**src/design/kss_pkg.sv**
```systemverilog
`default_nettype none

package kss_pkg;

	localparam int VALUE_W = 32;
	localparam int WINDOW_W = 4;
	localparam int DEF_STORE_DEPTH = 16;

	localparam logic [0:0] REG_WINDOW = 1'b0;

	typedef struct packed {
		logic signed [VALUE_W-1:0] value;
		logic                      last_in;
	} item_t;

	typedef struct packed {
		logic signed [VALUE_W-1:0] sorted_value;
		logic                      last_out;
	} result_t;

	typedef struct packed {
		logic                      valid;
		logic signed [VALUE_W-1:0] val;
	} entry_t;

	// effective entry of a cell after this cycle's pop, plus its compare result
	typedef struct packed {
		entry_t ent;
		logic   gt;
	} link_t;

	typedef struct packed {
		logic                      pop;
		logic                      ins;
		logic signed [VALUE_W-1:0] v;
	} ctl_t;

endpackage

`default_nettype wire

```
**src/design/kss_cell.sv**
```systemverilog
`default_nettype none

module kss_cell (
	input  wire logic           clk,
	input  wire logic           arst_n,
	input  wire kss_pkg::ctl_t  ctl,
	input  wire kss_pkg::link_t left,
	input  wire kss_pkg::entry_t right,
	output kss_pkg::link_t      link,
	output kss_pkg::entry_t     held
);

	logic                              valid_q;
	logic signed [kss_pkg::VALUE_W-1:0] val_q;
	kss_pkg::entry_t                   eff;
	logic                              nxt_valid;
	logic signed [kss_pkg::VALUE_W-1:0] nxt_val;

	assign held.valid = valid_q;
	assign held.val   = val_q;

	always_comb begin
		if (ctl.pop) begin
			eff = right;
		end else begin
			eff.valid = valid_q;
			eff.val   = val_q;
		end
	end

	assign link.ent = eff;
	assign link.gt  = eff.valid && (eff.val > ctl.v);

	always_comb begin
		nxt_valid = eff.valid;
		nxt_val   = eff.val;
		if (ctl.ins) begin
			priority if (left.gt) begin
				nxt_valid = 1'b1;
				nxt_val   = left.ent.val;
			end else if (link.gt || (!eff.valid && left.ent.valid)) begin
				nxt_valid = 1'b1;
				nxt_val   = ctl.v;
			end
		end
	end

	always_ff @(posedge clk or negedge arst_n) begin
		if (!arst_n) begin
			valid_q <= 1'b0;
		end else if (ctl.pop || ctl.ins) begin
			valid_q <= nxt_valid;
		end
	end

	always_ff @(posedge clk) begin
		if (ctl.pop || ctl.ins) begin
			val_q <= nxt_val;
		end
	end

endmodule

`default_nettype wire

```
**src/design/k_sorted_stream_sorter.sv**
```systemverilog
// k-sorted stream sorter.
// item channel (item_valid/item_stall, payload item): one signed value per
// transaction, last_in marking the end of a sequence. result channel
// (result_valid/result_stall, payload result): values in ascending order,
// last_out on the final value of a sequence.
// window register (APB, address 0) sets k; the store holds up to k+1 values
// in a row of cells, smallest in cell 0. Write it only while idle.
// Throughput: one item per cycle while item_stall is low. An item that finds the store at capacity
// pops the minimum, which appears on result in the cycle after acceptance.
// After a last item the store drains one value per cycle while result is not stalled,
// with item_stall high until it is empty; the next sequence may follow at once.
// The output register frees every cycle it is empty or not stalled; while
// result_stall holds a waiting result, the row of cells freezes and
// item_stall is raised.
// Reset empties the store, clears result_valid and sets window to 0.
`default_nettype none

module k_sorted_stream_sorter #(
	parameter int STORE_DEPTH = kss_pkg::DEF_STORE_DEPTH
) (
	input  wire logic             clk,
	input  wire logic             arst_n,
	input  wire logic             item_valid,
	output logic                  item_stall,
	input  wire kss_pkg::item_t   item,
	output logic                  result_valid,
	input  wire logic             result_stall,
	output kss_pkg::result_t      result,
	input  wire logic             psel,
	input  wire logic             penable,
	input  wire logic             pwrite,
	input  wire logic [2:0]       paddr,
	input  wire logic [31:0]      pwdata,
	output logic [31:0]           prdata,
	output logic                  pready
);

	localparam int CW = $clog2(STORE_DEPTH + 1);
	localparam int AW = (CW > kss_pkg::WINDOW_W + 1) ? CW : kss_pkg::WINDOW_W + 1;

	logic [kss_pkg::WINDOW_W-1:0] window_q;
	logic [CW-1:0]                count_q;
	logic                         draining_q;
	logic                         result_valid_q;
	kss_pkg::result_t             result_q;

	logic            out_free;
	logic            accept;
	logic            drain_step;
	logic            pop_needed;
	logic            final_pop;
	logic [AW-1:0]   cap;
	kss_pkg::ctl_t   ctl;

	kss_pkg::link_t  links [STORE_DEPTH];
	kss_pkg::entry_t helds [STORE_DEPTH];

	assign pready = 1'b1;
	assign prdata = (paddr[2] == kss_pkg::REG_WINDOW) ?
		{{(32 - kss_pkg::WINDOW_W){1'b0}}, window_q} : 32'd0;

	always_ff @(posedge clk or negedge arst_n) begin
		if (!arst_n) begin
			window_q <= '0;
		end else if (psel && penable && pwrite && paddr[2] == kss_pkg::REG_WINDOW) begin
			window_q <= pwdata[kss_pkg::WINDOW_W-1:0];
		end
	end

	assign cap        = AW'(window_q) + AW'(1);
	assign pop_needed = (count_q != '0) &&
		((AW'(count_q) >= cap) || (count_q == CW'(STORE_DEPTH)));

	assign out_free   = !result_valid_q || !result_stall;
	assign item_stall = draining_q || !out_free;
	assign accept     = item_valid && !item_stall;
	assign drain_step = draining_q && out_free;
	assign final_pop  = drain_step && (count_q == CW'(1));

	assign ctl.pop = (accept && pop_needed) || drain_step;
	assign ctl.ins = accept;
	assign ctl.v   = item.value;

	for (genvar i = 0; i < STORE_DEPTH; i++) begin : g_cell
		kss_pkg::link_t  left_in;
		kss_pkg::entry_t right_in;

		if (i == 0) begin : g_first
			// sentinel: an always-valid entry that is never greater
			assign left_in.ent.valid = 1'b1;
			assign left_in.ent.val   = '0;
			assign left_in.gt        = 1'b0;
		end else begin : g_mid
			assign left_in = links[i-1];
		end

		if (i == STORE_DEPTH - 1) begin : g_last
			assign right_in.valid = 1'b0;
			assign right_in.val   = '0;
		end else begin : g_inner
			assign right_in = helds[i+1];
		end

		kss_cell u_cell (
			.clk    (clk),
			.arst_n (arst_n),
			.ctl    (ctl),
			.left   (left_in),
			.right  (right_in),
			.link   (links[i]),
			.held   (helds[i])
		);
	end

	always_ff @(posedge clk or negedge arst_n) begin
		if (!arst_n) begin
			count_q    <= '0;
			draining_q <= 1'b0;
		end else begin
			count_q <= count_q + CW'(ctl.ins) - CW'(ctl.pop);
			if (accept && item.last_in) begin
				draining_q <= 1'b1;
			end else if (final_pop) begin
				draining_q <= 1'b0;
			end
		end
	end

	always_ff @(posedge clk or negedge arst_n) begin
		if (!arst_n) begin
			result_valid_q <= 1'b0;
		end else if (out_free) begin
			result_valid_q <= ctl.pop;
		end
	end

	always_ff @(posedge clk) begin
		if (out_free && ctl.pop) begin
			result_q.sorted_value <= helds[0].val;
			result_q.last_out     <= final_pop;
		end
	end

	assign result_valid = result_valid_q;
	assign result       = result_q;

	a_count_range: assert property (@(posedge clk) disable iff (!arst_n)
		count_q <= CW'(STORE_DEPTH))
		else $error("store count above depth");

	a_head_matches_count: assert property (@(posedge clk) disable iff (!arst_n)
		helds[0].valid == (count_q != '0))
		else $error("cell 0 occupancy disagrees with count");

	a_drain_nonempty: assert property (@(posedge clk) disable iff (!arst_n)
		draining_q |-> count_q != '0)
		else $error("draining with an empty store");

	a_last_ends_drain: assert property (@(posedge clk) disable iff (!arst_n)
		final_pop |=> !draining_q && count_q == '0)
		else $error("final result did not empty the store");

endmodule

`default_nettype wire

```
**config.mk**
```make
export PLATFORM = sky130hd
export DESIGN_NAME = k_sorted_stream_sorter
export DESIGN_NICKNAME = d
export VERILOG_FILES = /design/src/design/kss_pkg.sv /design/src/design/kss_cell.sv /design/src/design/k_sorted_stream_sorter.sv
export SDC_FILE = /design/constraint.sdc
export NUM_CORES = 2
export LEC_CHECK = 0
export BUFFER_PORTS_ARGS = -buffer_cell sky130_fd_sc_hd__buf_2
export CORE_MARGIN = 2
export CORE_UTILIZATION = 65
export CTS_CLUSTER_SIZE = 40
export DETAILED_ROUTE_END_ITERATION = 7
export HOLD_SLACK_MARGIN = 0.06
export PLACE_DENSITY = 0.82
export RECOVER_POWER = 25
export SYNTH_ARGS = -nofsm -noshare
export SYNTH_HDL_FRONTEND = slang
export SYNTH_HIERARCHICAL = 1
export SYNTH_SLANG_ARGS = --single-unit
```
**constraint.sdc**
```tcl
create_clock -name clk -period 7.7 [get_ports clk]
set_input_delay 1.54 -clock clk [delete_from_list [all_inputs] [get_ports clk]]
set_output_delay 1.54 -clock clk [all_outputs]
set_load 0.02 [all_outputs]
```
== Word-level counts from Yosys, hierarchy flattened ==
Index checks and enable logic that the tools add are counted.

* Register bits after elaboration: 572
* Bits in latches: 0
* Memory bits (writable): 0
* Memory bits (read-only): 0
* Input port bits: 75
* Logic and storage cells: 258
* Memories: 0

* Add/subtract/negate cells: 3
* $mul: 0
* Divide/modulo/power cells: 0
* $lt $le $gt $ge: 17
* Eq/ne operators: 2
* Shift operators: 0
* Mux-type cells: 113
* Bitwise logic cells: 1
* Reductions and logical operators: 84

{| class="wikitable"
|+ Operators by type and width
! kind !! count
|-
| $mux W32 || 47
|-
| $mux W33 || 16
|-
| $gt A32 B32 Y1 || 16
|-
| $mux W1 || 49
|-
| $logic_and A1 B1 Y1 || 41
|-
| $logic_or A1 B1 Y1 || 21
|-
| $logic_not A1 Y1 || 20
|-
| $add A4 B1 Y5 const B || 1
|-
| $add A5 B1 Y5 || 1
|-
| $eq A5 B1 Y1 const B || 1
|-
| $eq A5 B5 Y1 const B || 1
|-
| $ge A5 B5 Y1 || 1
|-
| $reduce_bool A5 Y1 || 1
|-
| $sub A5 B1 Y5 || 1
|-
| $mux W4 || 1
|-
| $reduce_bool A2 Y1 || 1
|-
| $not A1 Y1 || 1
|}

== Longest topological paths before layout ==
* Depth after elaboration: 15
* Depth in mapped cells: 24
* Gate-level depth less buffers: 21

== Modules after synthesis ==
The synthesis kept the hierarchy.

{| class="wikitable"
|+ By module, submodules not included
! module !! instances !! cells each !! area each (um2)
|-
| kss_cell at g_cell[0].u_cell ... || 11 || 356 || 3,684.8
|-
| kss_cell at g_cell[13].u_cell ... || 4 || 404 || 3,672.3
|-
| kss_cell at g_cell[5].u_cell || 1 || 343 || 3,573.4
|-
| k_sorted_stream_sorter || 1 || 141 || 2,025.7
|}

== Least setup slack after synthesis ==
No wires, ideal clock.

* Kind: in2reg
* Start point: in result_stall
* End point: reg g_cell[13].u_cell/val_q[14] (netlist name) (data pin)
* Library setup time: 0.266 ns
* Data arrival time: 6.869 ns
* Data required time: 7.434 ns
* Path slack: 0.566 ns
* Cell stages on the path: 18
* Buffers on the path: 4
* Path through: a21oi_2 > nand2_1 > o31ai_1 > clkbuf_1 > clkbuf_1 > mux2_2 > ha_1 > nand4_2 > nor4_4 > a21oi_2 > a31oi_4 > nor2_1 > a211oi_1 > buf_4 > dlygate4sd3_1 > nor3b_1 > mux2i_1 > o211ai_1

{| class="wikitable"
|+ RTL lines
! item !! RTL line !! RTL
|-
| from (decl) || k_sorted_stream_sorter.sv:27 || <nowiki>input wire logic result_stall,</nowiki>
|-
| to (signal assigned) || kss_cell.sv:58 || <nowiki>val_q <= nxt_val;</nowiki>
|-
| to (decl) || kss_cell.sv:14 || <nowiki>logic signed [kss_pkg::VALUE_W-1:0] val_q;</nowiki>
|}

==> reports/results.tsv <==
metric	value	unit
Post-layout nets	6558	
Crit path required time	8.06	ns
Rows	112	
starting density of the core	65.3	%
Die Y	310	um
CTS root buf	clkbuf_16	
DR vias	50300	
IO buf count	83	
hold buffer count at cts	0	
largest net degree at the start of global routing	83	
DP HPWL	126	mm
CP max FO	82	
worst skew pair latency	0.64	ns
post-route ant nets	0	
CTS Buf Count	71	
global-route wire length before repair	274	mm
DRC	0	
number of antenna violations at the first check in global routing	9	
crit share post-route	90.1	%
H-tree depth	3	
headroom to the max-slew limit	-75.9	%
clk slew on worst S/H paths	0.06	ns
critical path startpoint category	flip-flop	
Clock Path Buffers	3	
Crit path arrival time	7.30	ns
RSZ-0062 raised after global routing	no	
I/O pin cnt	143	
area grow syn2layout	5.09	%
fin cells	7274	
pre-CTS setup slack	0.546	ns
Resized Gates After CTS	0	
WS Path Type	reg2reg	
Post-Syn Area	0.0608	mm2
Yosys warning total	6	
Final TNS setup	0	ns
detailed-route vias per instance	6.91	
CTS tree	done	
outcome	finished, violations left	
syn_area_per_cell	10.1	um2
Fillers	6849	
Routed WL per cell	24.3	um
share of cells above drive strength 1	25.8	%
Final Hold Viols	0	
placed insts	7139	
Finish-stage setup viols	0	
Slew Limit Fails	307	
drt initial violations	6723	
Sink Count	572	
core outline area	0.0930	mm2
die area	0.0960	mm2
Routed WL	177	mm
MaxCap Viol Count	9	
post-synthesis cell count	6010	
RD Place Congestion	0.965	
Crit. End Element	flip-flop	
Setup WS post-layout	0.761	ns
fmax	0.144	GHz
Max Clock Skew	0.0215	ns
GRT Overall Usage	36.1	%
vias in the first global route	47300	
number of setup buffers added after CTS	0	
Worst-Margin Slew	2.64	ns
minimum clock period	6.94	ns
GRT overflow	0	
violated checks	capacitance limit, slew limit	
die width	310	um
class of the most critical hold timing path	reg2reg	
1st-pass router iterations	8	
[final cells by class]
class                      instances  area (um2)  share of cell area (%)
tap                             1254        1570                    2.46
timing repair buffer             230        1690                    2.65
inverter                         728        2740                    4.29
antenna                            5        12.5                  0.0196
sequential                       572       17000                    26.7
multi-input combinational       4355       38500                    60.3
clock inverter                    33         317                   0.495
clock buffer                      97        1980                    3.10
[registers in the layout, indices dropped and copies added, names as in the netlist]
register               cells
count_q                    5
result_valid               1
g_cell.u_cell/val_q      512
window_q                   4
g_cell.u_cell/valid_q     16
result                    33
draining_q                 1
[metrics by stage]
step | area [um2] | util [%] | hold slack (ns)
3_5_place_dp | 61700 | 66.3 | 0.434
3_3_place_gp | 61700 | 66.3 | 0.430
4_1_cts | 64000 | 68.8 | 0.446
5_1_grt | 63900 | 68.6 | 0.460
2_1_floorplan | 61300 | - | 0.422
6_report | 63900 | 68.7 | 0.448
[layer usage]
| layer | GRT usage (%) | share of wire (%) | wire length (um) |
|---|---|---|---|
| met5 | 0 | 0.037 | 65 |
| met4 | 16.4 | 4.6 | 8120 |
| met3 | 6.26 | 11 | 19700 |
| met2 | 52.6 | 42 | 75100 |
| met1 | 52.2 | 42 | 74100 |
[layout by cell type, fill, tap and decap left out, types with 17 or more instances in the layout]
cell type and instances:
a21boi_0 20, mux2_2 345, nand3_1 63, a211oi_2 372
nand2b_1 45, clkbuf_16 75, nor2b_1 42, o31ai_1 357
buf_12 19, o21ai_0 59, nor3b_1 124, nor2_1 165
buf_4 125, edfxtp_1 545, nor4_4 27, nand2_1 228
nand4_1 76, o21a_1 22, clkbuf_1 64, a21oi_1 575
a2111oi_0 17, or2_2 21, mux2i_1 315, a21o_1 20
buf_2 42, a211oi_1 29, o211ai_1 145, ha_1 524
o32ai_2 30, inv_1 716, conb_1 133, o31ai_2 330
dfrtp_1 27
[final timing paths]
check | from | end | slack [ns] | cells past startpoint
worst max-delay path | window_q[0] | g_cell[6].u_cell/val_q[26] | 0.76 | 22
worst min-delay path | g_cell[0].u_cell/val_q[25] | result[26] | 0.45 | 0
worst max register to register | window_q[0] | g_cell[6].u_cell/val_q[26] | 0.76 | 22
worst min register to register | g_cell[0].u_cell/val_q[25] | result[26] | 0.45 | 0
max in group asynchronous | arst_n | g_cell[14].u_cell/valid_q | 4.44 | 1
min in group asynchronous | arst_n | count_q[3] | 1.72 | 1
[worst max-delay path, cell delays in order (launching register included)]
cell,delay [ns]
dfrtp_1,0.41
ha_1,0.23
xnor2_1,0.13
ha_1,0.29
nand2_1,0.05
o21ai_0,0.16
a31oi_1,0.24
o31ai_1,0.49
buf_12,0.21
buf_12,0.40
mux2i_1,0.43
inv_1,0.17
ha_1,0.37
nand4_1,0.17
a2111oi_0,0.66
buf_4,0.22
o311ai_2,0.13
a31oi_4,0.30
nand2b_1,0.29
nand2b_1,0.19
o31ai_4,0.29
o31ai_1,0.55
o31ai_2,0.13
Power is not shown: default switching activity piles up to over one toggle a cycle in this logic, so the estimate is an artifact.
